`config.mk`:
```
export PLATFORM = sky130hd
export DESIGN_NAME = qrb_merge
export DESIGN_NICKNAME = d
export VERILOG_FILES = /design/src/rtl/qrb_pkg.sv /design/src/rtl/qrb_merge.sv
export SDC_FILE = /design/constraint.sdc
export NUM_CORES = 1
export LEC_CHECK = 0
export BUFFER_PORTS_ARGS = -buffer_cell sky130_fd_sc_hd__buf_2
export CORE_MARGIN = 4
export CORE_UTILIZATION = 31
export CTS_CLUSTER_SIZE = 14
export DETAILED_ROUTE_END_ITERATION = 12
export PLACE_DENSITY_LB_ADDON = 0.12
export SETUP_SLACK_MARGIN = 0.4
export SLEW_MARGIN = 10
export SYNTH_ARGS = -nofsm -noshare
export SYNTH_HDL_FRONTEND = slang
export SYNTH_SLANG_ARGS = --single-unit
```
`constraint.sdc`:
```
create_clock -name aclk -period 0.8 [get_ports aclk]
set_input_delay 0.2 -clock aclk [delete_from_list [all_inputs] [get_ports aclk]]
set_output_delay 0.2 -clock aclk [all_outputs]
set_load 0.01 [all_outputs]
```
`src/rtl/qrb_pkg.sv`:
```
// Package for the quadratic RGB blend unit: sizes, payload structs and
// the pipeline control struct. Depends on nothing.
`default_nettype none
package qrb_pkg;

    localparam int CHANNEL_BITS     = 8;
    localparam int WEIGHT_FRAC_BITS = 16;

    localparam int WEIGHT_BITS = WEIGHT_FRAC_BITS + 1;
    localparam int SQ_BITS     = 2 * CHANNEL_BITS;
    localparam int PROD_BITS   = WEIGHT_BITS + SQ_BITS;
    localparam int SUM_BITS    = PROD_BITS + 1;
    localparam int REM_BITS    = SQ_BITS + 2;
    localparam int NUM_LANES   = 4;
    localparam int SQRT_STEPS  = 4;
    localparam int SQRT_STAGES = (CHANNEL_BITS + SQRT_STEPS - 1) / SQRT_STEPS;
    localparam int LANE_STAGES = 3 + SQRT_STAGES;

    localparam logic [WEIGHT_BITS-1:0] W_ONE = WEIGHT_BITS'(1) << WEIGHT_FRAC_BITS;

    typedef enum logic {
        FUNC_ADD = 1'b0,
        FUNC_MIX = 1'b1
    } func_t;

    typedef struct packed {
        func_t                   func;
        logic [CHANNEL_BITS-1:0] first_red;
        logic [CHANNEL_BITS-1:0] first_green;
        logic [CHANNEL_BITS-1:0] first_blue;
        logic [CHANNEL_BITS-1:0] first_alpha;
        logic [CHANNEL_BITS-1:0] second_red;
        logic [CHANNEL_BITS-1:0] second_green;
        logic [CHANNEL_BITS-1:0] second_blue;
        logic [CHANNEL_BITS-1:0] second_alpha;
        logic [WEIGHT_BITS-1:0]  weight_a;
        logic [WEIGHT_BITS-1:0]  weight_b;
        logic                    blend_alpha;
    } in_item_t;

    typedef struct packed {
        logic [CHANNEL_BITS-1:0] out_red;
        logic [CHANNEL_BITS-1:0] out_green;
        logic [CHANNEL_BITS-1:0] out_blue;
        logic [CHANNEL_BITS-1:0] out_alpha;
        logic                    weight_error;
    } out_item_t;

    typedef struct packed {
        logic [LANE_STAGES-1:0] load;
    } lane_ctrl_t;

    typedef struct packed {
        logic                    err;
        logic                    pass_alpha;
        logic [CHANNEL_BITS-1:0] first_alpha;
    } side_t;

    typedef struct packed {
        logic [REM_BITS-1:0]     rem;
        logic [CHANNEL_BITS-1:0] root;
        logic                    sat;
    } sqrt_state_t;

endpackage
`default_nettype wire

```
`src/rtl/qrb_merge.sv`:
```
// Merging stage: combines the four lane results with the error flag and
// the alpha pass-through into the registered result. Depends on qrb_pkg.
`default_nettype none
module qrb_merge
    import qrb_pkg::*;
(
    input  wire logic                    aclk,
    input  wire logic                    load,
    input  wire logic [CHANNEL_BITS-1:0] lane_res [NUM_LANES],
    input  wire side_t                   side,
    output out_item_t                    result
);

    out_item_t result_reg, result_next;

    always_comb begin
        result_next.weight_error = side.err;
        if (side.err) begin
            result_next.out_red   = '0;
            result_next.out_green = '0;
            result_next.out_blue  = '0;
            result_next.out_alpha = '0;
        end else begin
            result_next.out_red   = lane_res[0];
            result_next.out_green = lane_res[1];
            result_next.out_blue  = lane_res[2];
            result_next.out_alpha = side.pass_alpha ? side.first_alpha : lane_res[3];
        end
    end

    always_ff @(posedge aclk) begin
        if (load) begin
            result_reg <= result_next;
        end
    end

    assign result = result_reg;

endmodule
`default_nettype wire

```
Yosys cells after proc, flatten, opt, wreduce, memory -nomap -nowiden
Cells that the tools add are included.
{"block": "op_classes", "mux": 1}
{"cell": "$mux W8", "count": 1}
{"block": "totals", "regBits": 33, "wordCells": 6}

Logic depth before layout (Yosys ltp)
Gate-level depths: netlist of the first run.
{"block": "logic_depth", "depth_word": 1, "depth_mapped": 3}

Worst setup path after synthesis of the first run
No wires, ideal clock.
{"block": "synth_timing", "path_type": "input-to-reg", "start": "input port side[8] in the netlist's numbering", "end": "register result_reg, in the netlist result[1], data pin", "setup_time_ps": 254, "arrival_time_ps": 534, "required_ps": 546, "setup_slack_ps": 11, "cell_stages": 3, "path_cell_list": "buf_6 -> mux2i_1 -> nor2_1"}
{"block": "synth_between", "elab_chain_cells": 1}
{"item": "start, declared", "line_no": "qrb_merge.sv:10", "source": "input wire side_t side,"}
{"item": "$mux W8", "line_no": "qrb_merge.sv:27", "source": "result_next.out_alpha = side.pass_alpha ? side.first_alpha : lane_res[3];"}
{"item": "end signal, assigned", "line_no": "qrb_merge.sv:33", "source": "result_reg <= result_next;"}
{"item": "end, declared", "line_no": "qrb_merge.sv:14", "source": "out_item_t result_reg, result_next;"}
Every way passes these cells.
A chain may end at the register's enable or synchronous reset.

Worst setup path in the final report of the first run
{"block": "layout_timing", "start": "register result_reg, in the netlist result[16]", "end": "output port result[16] in the netlist's numbering"}
{"item": "end, declared", "line_no": "qrb_merge.sv:11", "source": "output out_item_t result"}
No word-level cell between the ends.

==> flow_metrics.py, run 1 <==
metrics = {
    "run_status": {
        "status": "finished with violations",
        "violations": "negative setup slack",
    },
    "global_route": {
        "grt_pass1_vias": 1047,
        "grt_max_degree": 11,
        "grt_usage_pct": 13.7,
        "grt_pass1_wl_um": 5160,
        "antenna_found_initial": 0,
        "grt-ovfl-total": 0,
    },
    "place": {
        "place_area_mm2": 0.00177,
        "io_buffers": 76,
        "gp_congestion": 0.656,
    },
    "timing": {
        "drv_slew": 0,
        "setup_viol": 33,
        "fin_crit_ns": 1.02,
        "fin_tns_setup_ns": -6.13,
        "worstMarginPinSlew_ns": 0.159,
        "holdWs_ns": 0.208,
        "final.period_utilization_pct": 127,
        "fmax_ghz": 0.983,
        "timing.slew.headroom_pct": 89.1,
        "finalHoldViolCount": 0,
        "rsz0062_at_grt": "true",
        "setup_slack_ns": -0.217,
    },
    "job": {
        "cap_violations": 0,
    },
    "worst_hold_path": {
        "holdPathStages": 2,
        "hold_end": "result[14]",
        "min_path_type": "input port to flop",
        "worstHoldStart": "lane_res[13]",
    },
    "floorplan": {
        "pin_count": 77,
        "core_area_mm2": 0.00400,
        "fp.dieW_um": 72.4,
        "num_rows": 23,
        "fp.dieH_um": 72.4,
        "die_area_mm2": 0.00524,
        "start_util_pct": 32.1,
    },
    "setup_path": {
        "cp-end-kind": "primary output",
        "slowest_delay_ns": 0.39,
        "crit_path_start_kind": "flop",
        "worstPathMaxFanout": 1,
        "path_delay_family": "flip-flops",
        "required_ns": 0.60,
        "slowest_stage": "edfxtp_1",
        "cp_cell_sequence": "buf_2",
        "critical_path_class": "flop to primary output",
        "critPathArrivalTime_ns": 0.82,
        "cp.buffers_inverters": 1,
    },
    "final_layout": {
        "largest_register_ffs": 33,
        "finalCoreUtilization_pct": 60.1,
        "area_growth_pct": 87.1,
        "drive_gt1_share_pct": 72.2,
        "final_area_mm2": 0.00240,
        "layout.nets": 219,
        "n_antenna_cell": 0,
        "fillerInstances": 322,
    },
    "detailed_routing": {
        "vias_per_cell": 4.41,
        "via_count": 996,
        "finalWirelength_um": 3420,
        "first_pass_iters": 3,
        "wl_per_cell_um": 15.1,
        "drt_iter0_markers": 18,
        "postRouteAntennaNets": 0,
        "drc_errors": 0,
    },
    "cts": {
        "cts_made_buffers": 5,
        "clock-sinks": 33,
        "cts_buffer_depth": 2,
        "clk_pin_slew_ns": 0.07,
        "htreeDepth": 2,
        "cts-root-buf": "clkbuf_8",
        "postCtsHoldBufs": 0,
        "cts_tree": "done",
    },
    "synthesis": {
        "syn_avg_cell_area_um2": 16.7,
        "synthArstFlopShare_pct": 0,
        "yosys_warnings": 0,
        "ys_ff_latch": 33,
        "synth_most_common_cell": "edfxtp_1",
        "synth-seq-area-share_pct": 77.1,
        "synth.top_cells.by_count": "edfxtp_1 (33), nor2b_1 (24), mux2i_1 (8), nor2_1 (8), buf_4 (3)",
        "synthTopCellsByArea": "edfxtp_1 (77%), nor2b_1 (12%), mux2i_1 (6.2%)",
        "synth_top_area_share_pct": 77.1,
        "synthDominantAreaCellType": "edfxtp_1",
        "synth_fp_nets": 121,
        "syn_area_mm2": 0.00128,
        "syn_inst": 77,
        "yosysUniqueCellTypes": 6,
        "synth_edf_count": 33,
        "synth_top_flop_cell": "edfxtp_1",
    },
    "power": {
        "p_comb_share_pct": 20.5,
        "internal_power_w": 0.00315,
        "p_sw_w": 0.000948,
        "peakVddDrop_v": 0.000785,
        "power_frac_clock_pct": 28.4,
        "seq_power_share_pct": 51.1,
        "swShare_pct": 23.1,
        "p_leak_nw": 1.05,
        "total_power_w": 0.00409,
        "powerDensity_mw_per_mm2": 1700,
    },
}
## kinds of logic after synthesis
logic type / count (synthesis) / synth area share (%)
buffers and inverters: 4 / 2.63
flip-flops: 33 / 77.1
multiplexers: 8 / 6.23
AND/OR/NAND/NOR: 32 / 14.0
## layout make-up
cell class / instances / area (um2) / share of cell area, %
Tap cell: 50 / 62.6 / 2.60
Multi-Input combinational cell: 40 / 412 / 17.1
Sequential cell: 33 / 991 / 41.2
Timing Repair Buffer: 95 / 857 / 35.7
Clock inverter: 3 / 12.5 / 0.521
Clock buffer: 5 / 68.8 / 2.86
## power by group through the flow
stage                     logic, W  clock network [W]  registers [W]
after floorplan           0.000128                  0        0.00221
after global placement    0.000493                  0        0.00212
after detailed placement  0.000504                  0        0.00213
after CTS                 0.000771            0.00121        0.00209
after global routing      0.000896            0.00126        0.00211
final                     0.000841            0.00116        0.00209
## per-stage QoR
stage / cells / worst slack [ns]
global route: 226 / -0.252
CTS: 225 / -0.239
detailed placement: 203 / -0.177
floorplan: 77 / 0.0370
finish: 226 / -0.217
global placement: 203 / -0.137
## layer usage
layer  part of all wire [%]  track usage [%]  routed length [um]  up-vias
li1                       -                -                   -      472
met3                    9.0             4.99                 306        6
met5                      0                0                   0        -
met4                    1.5             4.92                  50        0
met2                     54             25.1                1840       48
met1                     36             14.2                1220      470
## worst max path at each step
stage | end | cells after the start | slack, ns | start
2_1_floorplan | result[1] | 3 | 0.04 | side[8]
3_3_place_gp | result[6] | 3 | -0.14 | side[8]
3_5_place_dp | result[7] | 3 | -0.18 | side[8]
4_1_cts | result[16] | 1 | -0.24 | result[16]
5_1_grt | result[16] | 1 | -0.25 | result[16]
6_report | result[16] | 1 | -0.22 | result[16]
## cell usage in the layout (no fill, tap or decap)
master     n
clkbuf_8   5
mux2i_1    2
mux2i_4    1
clkinv_2   1
edfxtp_1  33
buf_12    13
buf_2     73
nor2_4     1
nor2_2     6
nor2b_1   11
mux2i_2    5
nor2b_4   13
nor2_1     1
clkinv_1   2
buf_16     8
buf_6      1
## repair_timing
action	CTS	global route
pin swaps	0	1
gates resized for setup	35	22
setup endpoints to repair	99	99
cloned	8	0
setup buffers	6	1
hold endpoints to repair	0	0
(Power assumes the default switching activity.)
==> run 2: changes to the inputs <==
--- a/config.mk
+++ b/config.mk
@@ -10,8 +10,9 @@
 export CORE_UTILIZATION = 31
 export CTS_CLUSTER_SIZE = 14
 export DETAILED_ROUTE_END_ITERATION = 12
+export GPL_TIMING_DRIVEN = 0
 export PLACE_DENSITY_LB_ADDON = 0.12
-export SETUP_SLACK_MARGIN = 0.4
+export REMOVE_ABC_BUFFERS = 1
 export SLEW_MARGIN = 10
 export SYNTH_ARGS = -nofsm -noshare
 export SYNTH_HDL_FRONTEND = slang
==> run 2 against run 1 <==
Compared with the run above:
- the flow still finishes with violations (negative setup slack)
- sequential power about the same
- flip-flop and latch count unchanged
- maximum frequency up 1.4%
- critical path type unchanged
==> flow_metrics.py, run 2 (same netlist as run 1, synthesis figures left out) <==
metrics = {
    "floorplan": {
        "start_util_pct": 32.1,
        "fp.dieW_um": 72.4,
        "pin_count": 77,
        "num_rows": 23,
        "die_area_mm2": 0.00524,
        "fp.dieH_um": 72.4,
        "core_area_mm2": 0.00400,
    },
    "setup_path": {
        "cp-end-kind": "primary output",
        "slowest_delay_ns": 0.37,
        "path_delay_family": "flip-flops",
        "cp.buffers_inverters": 1,
        "required_ns": 0.60,
        "slowest_stage": "edfxtp_1",
        "crit_path_start_kind": "flop",
        "worstPathMaxFanout": 1,
        "critPathArrivalTime_ns": 0.80,
        "critical_path_class": "flop to primary output",
        "cp_cell_sequence": "buf_2",
    },
    "global_route": {
        "grt_usage_pct": 10.1,
        "grt_pass1_wl_um": 3860,
        "grt_pass1_vias": 884,
        "grt-ovfl-total": 0,
        "grt_max_degree": 34,
        "antenna_found_initial": 0,
    },
    "job": {
        "cap_violations": 0,
    },
    "final_layout": {
        "multi_input_area_um2": 260,
        "area_growth_pct": 39.0,
        "regArea_um2": 991,
        "n_antenna_cell": 0,
        "mostFrequentLayoutCells": "buf_2 (73), edfxtp_1 (33), nor2b_1 (24), mux2i_1 (8), nor2_1 (8)",
        "layout.nets": 200,
        "fillerInstances": 409,
        "drive_gt1_share_pct": 52.2,
        "final_common_cell": "buf_2",
        "largest_register_ffs": 33,
    },
    "timing": {
        "setup_slack_ns": -0.204,
        "worstMarginPinSlew_ns": 0.425,
        "holdWs_ns": 0.206,
        "fin_crit_ns": 1.00,
        "finalHoldViolCount": 0,
        "fmax_ghz": 0.996,
        "fin_tns_setup_ns": -5.85,
        "final.period_utilization_pct": 125,
        "rsz0062_at_grt": "true",
        "setup_viol": 33,
        "drv_slew": 0,
        "timing.slew.headroom_pct": 71.7,
    },
    "detailed_routing": {
        "wl_per_cell_um": 12.2,
        "vias_per_cell": 4.26,
        "first_pass_iters": 4,
        "via_count": 882,
        "postRouteAntennaNets": 0,
        "drc_errors": 0,
        "drt_iter0_markers": 75,
        "finalWirelength_um": 2520,
    },
    "power": {
        "peakVddDrop_v": 0.000745,
        "seq_power_share_pct": 56.5,
        "p_comb_share_pct": 12.2,
        "power_frac_clock_pct": 31.3,
        "p_sw_w": 0.000830,
        "swShare_pct": 22.5,
        "p_leak_nw": 0.779,
        "powerDensity_mw_per_mm2": 2070,
        "internal_power_w": 0.00286,
        "total_power_w": 0.00369,
    },
    "place": {
        "gp_congestion": 0.736,
        "io_buffers": 76,
    },
    "cts": {
        "cts_made_buffers": 5,
        "cts-root-buf": "clkbuf_8",
        "clock-sinks": 33,
        "postCtsHoldBufs": 0,
        "htreeDepth": 2,
        "cts_buffer_depth": 2,
        "clk_pin_slew_ns": 0.07,
        "cts_tree": "done",
    },
    "worst_hold_path": {
        "min_path_type": "input port to flop",
    },
    "run_status": {
        "status": "finished with violations",
        "violations": "negative setup slack",
    },
}
[run 2: cell types whose count changed in the layout (fill, tap and decap cells not counted), moves of 5 or more]
cell / change
buf_12: -13
buf_16: -8
mux2i_1: +6
mux2i_2: -5
nor2_1: +7
nor2_2: -6
nor2b_1: +13
nor2b_4: -13
[run 2: per-layer routing]
metal,wire [um],global-route usage (%)
met2,1180,17.0
met3,363,4.43
met4,78,7.38
met5,0,0
met1,903,9.68
[run 2: through the flow]
| step | setup slack [ns] | util (%) | instances | instance area, um2 |
|---|---|---|---|---|
| 6_report | -0.204 | 44.7 | 207 | 1790 |
| 2_1_floorplan | 0.155 | - | 73 | 1250 |
| 3_3_place_gp | -0.358 | 42.4 | 199 | 1690 |
| 5_1_grt | -0.251 | 44.7 | 207 | 1790 |
| 4_1_cts | -0.225 | 44.4 | 207 | 1780 |
| 3_5_place_dp | -0.390 | 42.4 | 199 | 1690 |
[run 2: cell type report]
class                   instances  area share [%]
flip-flops and latches         33            55.5
repair buffers                 76            21.9
multi-input cells              40            14.6
clock buffers                   5            3.85
well taps                      50            3.50
clock inverters                 3           0.700
[run 2: power groups by stage]
| stage | Sequential, W | Clock (W) | Combinational (W) |
|---|---|---|---|
| 2_1_floorplan | 0.00221 | 0 | 0.0000759 |
| 3_3_place_gp | 0.00212 | 0 | 0.000446 |
| 3_5_place_dp | 0.00213 | 0 | 0.000456 |
| 4_1_cts | 0.00209 | 0.00119 | 0.000459 |
| 5_1_grt | 0.00210 | 0.00125 | 0.000499 |
| 6_report | 0.00209 | 0.00116 | 0.000450 |
[run 2: timing repair]
action / in CTS / in global routing
buffers inserted: 0 / 0
endpoints found under the setup margin: 66 / 65
gates resized for setup: 1 / 2
[run 2: worst paths after layout]
path,from,endpoint,depth (start not counted)
worst min-delay path,lane_res[10],result[11],2
worst max-delay path,result[24],result[24],1
