**src/rtl/qrb_pkg.sv**
```systemverilog
// Package for the quadratic RGB blend unit: sizes, payload structs and
// the pipeline control struct. Depends on nothing.
`default_nettype none
package qrb_pkg;

    localparam int CHANNEL_BITS     = 8;
    localparam int WEIGHT_FRAC_BITS = 16;

    localparam int WEIGHT_BITS = WEIGHT_FRAC_BITS + 1;
    localparam int SQ_BITS     = 2 * CHANNEL_BITS;
    localparam int PROD_BITS   = WEIGHT_BITS + SQ_BITS;
    localparam int SUM_BITS    = PROD_BITS + 1;
    localparam int REM_BITS    = SQ_BITS + 2;
    localparam int NUM_LANES   = 4;
    localparam int SQRT_STEPS  = 4;
    localparam int SQRT_STAGES = (CHANNEL_BITS + SQRT_STEPS - 1) / SQRT_STEPS;
    localparam int LANE_STAGES = 3 + SQRT_STAGES;

    localparam logic [WEIGHT_BITS-1:0] W_ONE = WEIGHT_BITS'(1) << WEIGHT_FRAC_BITS;

    typedef enum logic {
        FUNC_ADD = 1'b0,
        FUNC_MIX = 1'b1
    } func_t;

    typedef struct packed {
        func_t                   func;
        logic [CHANNEL_BITS-1:0] first_red;
        logic [CHANNEL_BITS-1:0] first_green;
        logic [CHANNEL_BITS-1:0] first_blue;
        logic [CHANNEL_BITS-1:0] first_alpha;
        logic [CHANNEL_BITS-1:0] second_red;
        logic [CHANNEL_BITS-1:0] second_green;
        logic [CHANNEL_BITS-1:0] second_blue;
        logic [CHANNEL_BITS-1:0] second_alpha;
        logic [WEIGHT_BITS-1:0]  weight_a;
        logic [WEIGHT_BITS-1:0]  weight_b;
        logic                    blend_alpha;
    } in_item_t;

    typedef struct packed {
        logic [CHANNEL_BITS-1:0] out_red;
        logic [CHANNEL_BITS-1:0] out_green;
        logic [CHANNEL_BITS-1:0] out_blue;
        logic [CHANNEL_BITS-1:0] out_alpha;
        logic                    weight_error;
    } out_item_t;

    typedef struct packed {
        logic [LANE_STAGES-1:0] load;
    } lane_ctrl_t;

    typedef struct packed {
        logic                    err;
        logic                    pass_alpha;
        logic [CHANNEL_BITS-1:0] first_alpha;
    } side_t;

    typedef struct packed {
        logic [REM_BITS-1:0]     rem;
        logic [CHANNEL_BITS-1:0] root;
        logic                    sat;
    } sqrt_state_t;

endpackage
`default_nettype wire

```
**src/rtl/qrb_lane.sv**
```systemverilog
// One channel lane: squares, weighted products, sum and a pipelined
// digit-by-digit square root with saturation. Depends on qrb_pkg.
`default_nettype none
module qrb_lane
    import qrb_pkg::*;
(
    input  wire logic                    aclk,
    input  wire lane_ctrl_t              ctrl,
    input  wire logic [CHANNEL_BITS-1:0] c1,
    input  wire logic [CHANNEL_BITS-1:0] c2,
    input  wire logic [WEIGHT_BITS-1:0]  wa,
    input  wire logic [WEIGHT_BITS-1:0]  wb,
    output logic      [CHANNEL_BITS-1:0] res
);

    function automatic sqrt_state_t sqrt_step(sqrt_state_t s, int i);
        logic [REM_BITS-1:0] trial;
        sqrt_state_t         r;
        r     = s;
        trial = ({{(REM_BITS - CHANNEL_BITS){1'b0}}, s.root} << (i + 1))
              + (REM_BITS'(1) << (2 * i));
        if (s.rem >= trial) begin
            r.rem  = s.rem - trial;
            r.root = s.root | (CHANNEL_BITS'(1) << i);
        end
        return r;
    endfunction

    logic [SQ_BITS-1:0]     sq1_reg, sq2_reg;
    logic [WEIGHT_BITS-1:0] wa_reg, wb_reg;
    logic [PROD_BITS-1:0]   p1_reg, p2_reg;
    logic [SUM_BITS-1:0]    sum;
    logic [REM_BITS-1:0]    shifted;
    sqrt_state_t            sq_reg [SQRT_STAGES+1];

    always_ff @(posedge aclk) begin
        if (ctrl.load[0]) begin
            sq1_reg <= SQ_BITS'(c1) * SQ_BITS'(c1);
            sq2_reg <= SQ_BITS'(c2) * SQ_BITS'(c2);
            wa_reg  <= wa;
            wb_reg  <= wb;
        end
        if (ctrl.load[1]) begin
            p1_reg <= PROD_BITS'(wa_reg) * PROD_BITS'(sq1_reg);
            p2_reg <= PROD_BITS'(wb_reg) * PROD_BITS'(sq2_reg);
        end
    end

    assign sum     = SUM_BITS'(p1_reg) + SUM_BITS'(p2_reg);
    assign shifted = REM_BITS'(sum >> WEIGHT_FRAC_BITS);

    always_ff @(posedge aclk) begin
        if (ctrl.load[2]) begin
            sq_reg[0].rem  <= {2'b00, shifted[SQ_BITS-1:0]};
            sq_reg[0].root <= '0;
            sq_reg[0].sat  <= |shifted[REM_BITS-1:SQ_BITS];
        end
    end

    for (genvar k = 0; k < SQRT_STAGES; k++) begin : g_sqrt
        sqrt_state_t sq_next;

        always_comb begin
            int bit_idx;
            sq_next = sq_reg[k];
            for (int j = 0; j < SQRT_STEPS; j++) begin
                bit_idx = CHANNEL_BITS - 1 - (k * SQRT_STEPS + j);
                if (bit_idx >= 0) begin
                    sq_next = sqrt_step(sq_next, bit_idx);
                end
            end
        end

        always_ff @(posedge aclk) begin
            if (ctrl.load[3+k]) begin
                sq_reg[k+1] <= sq_next;
            end
        end
    end

    assign res = sq_reg[SQRT_STAGES].sat ? {CHANNEL_BITS{1'b1}} : sq_reg[SQRT_STAGES].root;

endmodule
`default_nettype wire

```
**config.mk**
```make
export PLATFORM = sky130hd
export DESIGN_NAME = qrb_lane
export DESIGN_NICKNAME = d
export VERILOG_FILES = /design/src/rtl/qrb_pkg.sv /design/src/rtl/qrb_lane.sv
export SDC_FILE = /design/constraint.sdc
export NUM_CORES = 2
export LEC_CHECK = 0
export BUFFER_PORTS_ARGS = -buffer_cell sky130_fd_sc_hd__buf_4
export CORE_MARGIN = 2
export CORE_UTILIZATION = 25
export DETAILED_ROUTE_END_ITERATION = 16
export PLACE_DENSITY = 0.37
export SLEW_MARGIN = 20
export SYNTH_ARGS = -nofsm -noshare
export SYNTH_HDL_FRONTEND = slang
export SYNTH_SLANG_ARGS = --single-unit
```
**constraint.sdc**
```tcl
create_clock -name aclk -period 6.6 [get_ports aclk]
set_input_delay 1.32 -clock aclk [delete_from_list [all_inputs] [get_ports aclk]]
set_output_delay 1.32 -clock aclk [all_outputs]
set_load 0.01 [all_outputs]
```
== Word level (Yosys, flattened, before mapping) ==
Memory sizes are Yosys's and may differ from the RTL's.
Cells that the tools add are included.

* Memory bits (writable): 81
* Word-level logic and storage cells: 52
* Input bits: 56
* Output and inout bits: 8
* Flip-flop bits (word level): 132
* Memories: 1

* Mux-type cells: 15
* Reduce and logical (&&, ||, !) cells: 1
* Add/subtract/negate cells: 17
* $lt $le $gt $ge: 8
* $mul: 4

{| class="wikitable"
|+ Memories
! memory !! depth !! bits a word !! read ports !! clocked after memory_dff !! wr ports !! RTL line !! RTL
|-
| sq_reg || 3 || 27 || 3 || 0 || 3 || qrb_lane.sv:34 || <nowiki>sqrt_state_t sq_reg [SQRT_STAGES+1];</nowiki>
|}

{| class="wikitable"
|+ Operator list
! operator !! count
|-
| $mux W26 || 8
|-
| $mul A17 B16 Y33 || 2
|-
| $add A33 B33 Y34 || 1
|-
| $mul A8 B8 Y16 || 2
|-
| $ge A18 B10 Y1 || 1
|-
| $ge A18 B11 Y1 || 1
|-
| $ge A18 B12 Y1 || 1
|-
| $ge A18 B13 Y1 || 1
|-
| $ge A18 B14 Y1 || 1
|-
| $ge A18 B15 Y1 || 1
|-
| $ge A18 B16 Y1 || 1
|-
| $ge A18 B17 Y1 || 1
|-
| $sub A18 B10 Y18 || 1
|-
| $sub A18 B11 Y18 || 1
|-
| $sub A18 B12 Y18 || 1
|-
| $sub A18 B13 Y18 || 1
|-
| $sub A18 B14 Y18 || 1
|-
| $sub A18 B15 Y18 || 1
|-
| $sub A18 B16 Y18 || 1
|-
| $sub A18 B17 Y18 || 1
|-
| $add A16 B15 Y17 const B || 1
|-
| $add A15 B13 Y16 const B || 1
|-
| $add A14 B11 Y15 const B || 1
|-
| $add A13 B9 Y14 const B || 1
|-
| 7 further kinds || 12
|}

== Logic depth before layout (Yosys ltp) ==
An unclocked memory read counts as a cell.

* Depth after elaboration: 13
* Depth in mapped cells: 37
* Mapped depth without buffers: 32

== Least setup slack after synthesis ==
No wires, ideal clock.

* Path kind: register -> register
* Start: memory sq_reg[0][38] in the netlist's numbering
* End: memory sq_reg[0][55] in the netlist's numbering, data pin
* Buffers on the path: 4
* Setup time: 0.267 ns
* Cell stages (with the launch flop): 36
* Slack: -0.580 ns
* Arrival time: 6.912 ns
* Required time: 6.333 ns
* Clock period less this slack: 7.180 ns
* Cell sequence: edfxtp_1 > inv_1 > ha_1 > or3b_2 > o311ai_2 > or4_1 > buf_2 > buf_1 > inv_1 > nor2_1 > nor2_1 > ha_1 > o211ai_1 > nor3_1 > mux2i_1 > o21ai_0 > nor3_1 > nand2_1 > buf_1 > nor2_1 > a21oi_1 > ha_1 > a21o_1 > a21o_1 > a21oi_1 > o311ai_0 > and2_1 > and3b_1 > buf_2 > mux2_2 > ha_1 > a21oi_1 > o22ai_1 > nor4_1 > o211ai_1 > nand4b_1

{| class="wikitable"
|+ RTL lines
! what !! RTL line
|-
| start, declared || qrb_lane.sv:34
|}

== Worst setup path after layout ==
* Start: register sq1_reg[10]
* End: register p1_reg[32], data pin

* Longest elaborated chain between the ends: 1

{| class="wikitable"
|+ RTL lines
! what !! RTL line !! RTL
|-
| start, declared || qrb_lane.sv:29 || <nowiki>logic [SQ_BITS-1:0] sq1_reg, sq2_reg;</nowiki>
|-
| start signal, assigned || qrb_lane.sv:38 || <nowiki>sq1_reg <= SQ_BITS'(c1) * SQ_BITS'(c1);</nowiki>
|-
| $mul A17 B16 Y33 || qrb_lane.sv:44 || <nowiki>p1_reg <= PROD_BITS'(wa_reg) * PROD_BITS'(sq1_reg);</nowiki>
|-
| end signal, assigned || qrb_lane.sv:44 ||
|-
| end, declared || qrb_lane.sv:31 || <nowiki>logic [PROD_BITS-1:0] p1_reg, p2_reg;</nowiki>
|}

Every way passes these cells.
A chain may end at the register's enable or synchronous reset.

==> flow_summary.ini <==
[floorplanning]
core_region_area_um2 = 116000
height_of_the_chip_um = 347
die_area_um2 = 120000
dieWidth_um = 347
floorplan.initialDensity_pct = 25.3
top_ports = 64
placement_rows = 125

[drt]
drt_wl_total_mm = 76.4
drt-wirelength-per-cell_um = 15.4
detailedRoute.firstPassIterationCount = 5
detailedRoute.firstIterationViolations = 882
ant_nets = 0
via_count = 20800
drc = 0
vias_per_cell = 4.19

[synth]
ys_async_sr_fraction_pct = 0
synth.yosys.seq_area_share_pct = 18.3
ys_seq_elements = 179
synth_top_area_share_pct = 29.7
syn-instance-count = 3071
synth.most_common_cell = sky130_fd_sc_hd__inv_1
synthDominantAreaCellType = sky130_fd_sc_hd__fa_1
ys.warnings.count = 0
synth_top_flop_cell = sky130_fd_sc_hd__edfxtp_1
synth_unique_cells = 79
number_of_flops_mapped_to_enable_cells_by_yosys = 179
synth.top_cells.by_area = sky130_fd_sc_hd__fa_1 (30%), sky130_fd_sc_hd__edfxtp_1 (18%), sky130_fd_sc_hd__ha_1 (16%)
synth.avg_cell_area_um2 = 9.57
synth_area_um2 = 29400
synth_top_cells_by_count = sky130_fd_sc_hd__inv_1 (595), sky130_fd_sc_hd__fa_1 (436), sky130_fd_sc_hd__nand2_1 (390), sky130_fd_sc_hd__ha_1 (370), sky130_fd_sc_hd__and2_1 (239)

[min_path]
hold_path_depth = 0
worstHoldPathType = register to register
timing.hold.worst_endpoint = sq_reg[0][27]
hold_path.startpoint = sq_reg[0][0]

[timing]
worst_clock_skew_ns = 0.0210
slew-limit-headroom_pct = 39.4
post_route_clock_period_utilization_pct = 98.0
clock_period_minus_final_worst_setup_slack_ns = 6.47
maxSlewViolCount = 0
fmax_ghz = 0.155
rsz0062_at_grt = true
final-setup-viol-count = 0
finalHoldViolCount = 0
hold_slack_ns = 0.435
tightestPinTransition_ns = 0.908

[worst_setup_path]
worst-r2r-setup-slack_ns = 0.13
worst-r2r-cell-count = 22
worstSetupStartpointType = register
timing.setup.critical_path_class = register to register
reg2reg_to = p1_reg[32]
r2r_start = sq1_reg[10]
cp.required_ns = 6.85
crit_arrival_ns = 6.71
critPathMaxFanout = 5
cp-end-kind = register

[finish]
largest_register_ff_count = 49
final_layout_size_suffix_gt1_share_pct = 18.4
antennaDiodeCount = 0
design.final.nets = 4283
finish.instance_area_um2 = 35600
area_delta_synth_final_pct = 21.3
layout.filler_cells = 12500
final_core_util_pct = 30.6

[grt]
gr-usage-all-layers_pct = 13.3
via_count_of_the_first_global_routing_pass = 22400
global_route.overflow_total = 0
grt_max_degree = 67
wire_length_of_the_first_global_routing_pass_mm = 125
initial_antenna_violation_count = 3

[placed_design]
post-dp-hpwl_mm = 65.7
placement.cell_area_um2 = 33800
i_o_buffers = 63
gp_congestion = 0.778

[run_status]
outcome = finished clean

[clocking]
clock_latency_of_the_later_clocked_register_in_the_worst_skew_pair_ns = 0.51
cts.sink_count = 179
cts_tree = yes
clkSlewWorstSetupHoldPaths_ns = 0.08
cts_hold_buffers = 0
clk_path_buf_depth = 2
htree_num_levels = 4
cts_root_buf = sky130_fd_sc_hd__clkbuf_16
cts_made_buffers = 17

[job]
max_cap_viol_count = 0
[critical path, cell delays in order, from the launching register on]
cell and delay (ns):
sky130_fd_sc_hd__edfxtp_1 0.50, sky130_fd_sc_hd__and2_4 0.19, sky130_fd_sc_hd__fa_1 0.54, sky130_fd_sc_hd__inv_2 0.04
sky130_fd_sc_hd__fa_1 0.50, sky130_fd_sc_hd__fa_1 0.43, sky130_fd_sc_hd__fa_1 0.51, sky130_fd_sc_hd__inv_2 0.04
sky130_fd_sc_hd__fa_1 0.49, sky130_fd_sc_hd__fa_1 0.55, sky130_fd_sc_hd__ha_4 0.21, sky130_fd_sc_hd__a21o_1 0.16
sky130_fd_sc_hd__a21oi_2 0.15, sky130_fd_sc_hd__o21ai_2 0.08, sky130_fd_sc_hd__a21o_1 0.17, sky130_fd_sc_hd__or3_1 0.30
sky130_fd_sc_hd__o211a_1 0.23, sky130_fd_sc_hd__o21a_1 0.17, sky130_fd_sc_hd__o21a_1 0.21, sky130_fd_sc_hd__o41ai_4 0.31
sky130_fd_sc_hd__o2111ai_2 0.19, sky130_fd_sc_hd__a21oi_2 0.17, sky130_fd_sc_hd__xnor2_1 0.08
[cells in the final DEF (no fill, tap or decap), types with 10 or more instances in the layout]
cell	n
sky130_fd_sc_hd__a21o_1	23
sky130_fd_sc_hd__a21oi_1	97
sky130_fd_sc_hd__a21oi_2	20
sky130_fd_sc_hd__a31oi_1	11
sky130_fd_sc_hd__and2_1	234
sky130_fd_sc_hd__and3_1	12
sky130_fd_sc_hd__buf_12	10
sky130_fd_sc_hd__buf_4	392
sky130_fd_sc_hd__buf_6	22
sky130_fd_sc_hd__clkbuf_16	17
sky130_fd_sc_hd__edfxtp_1	179
sky130_fd_sc_hd__fa_1	423
sky130_fd_sc_hd__fa_2	13
sky130_fd_sc_hd__ha_1	346
sky130_fd_sc_hd__ha_4	20
sky130_fd_sc_hd__inv_1	581
sky130_fd_sc_hd__inv_2	15
sky130_fd_sc_hd__mux2i_1	11
sky130_fd_sc_hd__nand2_1	385
sky130_fd_sc_hd__nand2b_1	19
sky130_fd_sc_hd__nand3_1	22
sky130_fd_sc_hd__nor2_1	91
sky130_fd_sc_hd__nor2b_1	19
sky130_fd_sc_hd__nor3_1	19
sky130_fd_sc_hd__o211ai_1	12
sky130_fd_sc_hd__o21a_1	18
sky130_fd_sc_hd__o21ai_0	33
sky130_fd_sc_hd__o21ai_1	10
sky130_fd_sc_hd__o21bai_1	24
sky130_fd_sc_hd__or2_2	17
sky130_fd_sc_hd__xnor2_1	102
sky130_fd_sc_hd__xor2_1	38
[layer usage]
metal	track usage (%)	wire, um	up-vias
met2	21.2	34500	174
li1	-	-	10400
met5	0	13	-
met3	1.87	1780	38
met1	19.1	39400	10100
met4	2.47	771	2
[stage by stage]
step                setup WS (ns)  TNS [ns]  std cells
global placement           -0.204     -1.05       4856
detailed placement         -0.261     -1.54       4856
finish                      0.133         0       4958
floorplan                 -0.0127   -0.0127       3075
CTS                       -0.0263   -0.0263       4915
global route               -0.174    -0.435       4958
[kinds of logic (layout without fill, tap and decap cells)]
group	count (synthesis)	count (layout)	synth area share, %
AND/OR/NAND/NOR	900	901	15.1
adder cells (fa/ha/maj)	806	806	45.5
buffers and inverters	695	1053	8.94
AO/OA/AOI/OAI	330	330	7.35
flip-flops	179	179	18.3
XOR/XNOR	141	141	4.20
multiplexers	18	18	0.656
other	2	6	0.0256
[how the worst max path moves through the flow]
stage | from | endpoint | slack (ns) | cells after the start
after floorplan | sq_reg[0][47] | sq_reg[0][55] | -0.01 | 30
after global placement | wb_reg[10] | p2_reg[29] | -0.20 | 20
after detailed placement | wb_reg[10] | p2_reg[29] | -0.26 | 20
after CTS | sq1_reg[10] | p1_reg[32] | -0.03 | 22
after global routing | sq1_reg[10] | p1_reg[32] | -0.17 | 22
final | sq1_reg[10] | p1_reg[32] | 0.13 | 22
[final cells by class]
class | instances | area, um2 | area share (%)
Timing Repair Buffer | 424 | 3390 | 9.52
Clock inverter | 15 | 148 | 0.414
Sequential cell | 179 | 5380 | 15.1
Multi-Input combinational cell | 2202 | 22100 | 62.1
Tap cell | 1524 | 1910 | 5.35
Inverter | 597 | 2240 | 6.30
Clock buffer | 17 | 425 | 1.19
[repair_timing]
item,CTS,global route
resized for setup,30,144
endpoints found under the hold margin,0,0
gates cloned,1,0
setup buffers,26,43
pin swaps,19,80
endpoints found under the setup margin,13,25
Power is left out: the tool's default activity adds up to more than one toggle a clock period on the data nets, which glitch-free logic cannot reach.
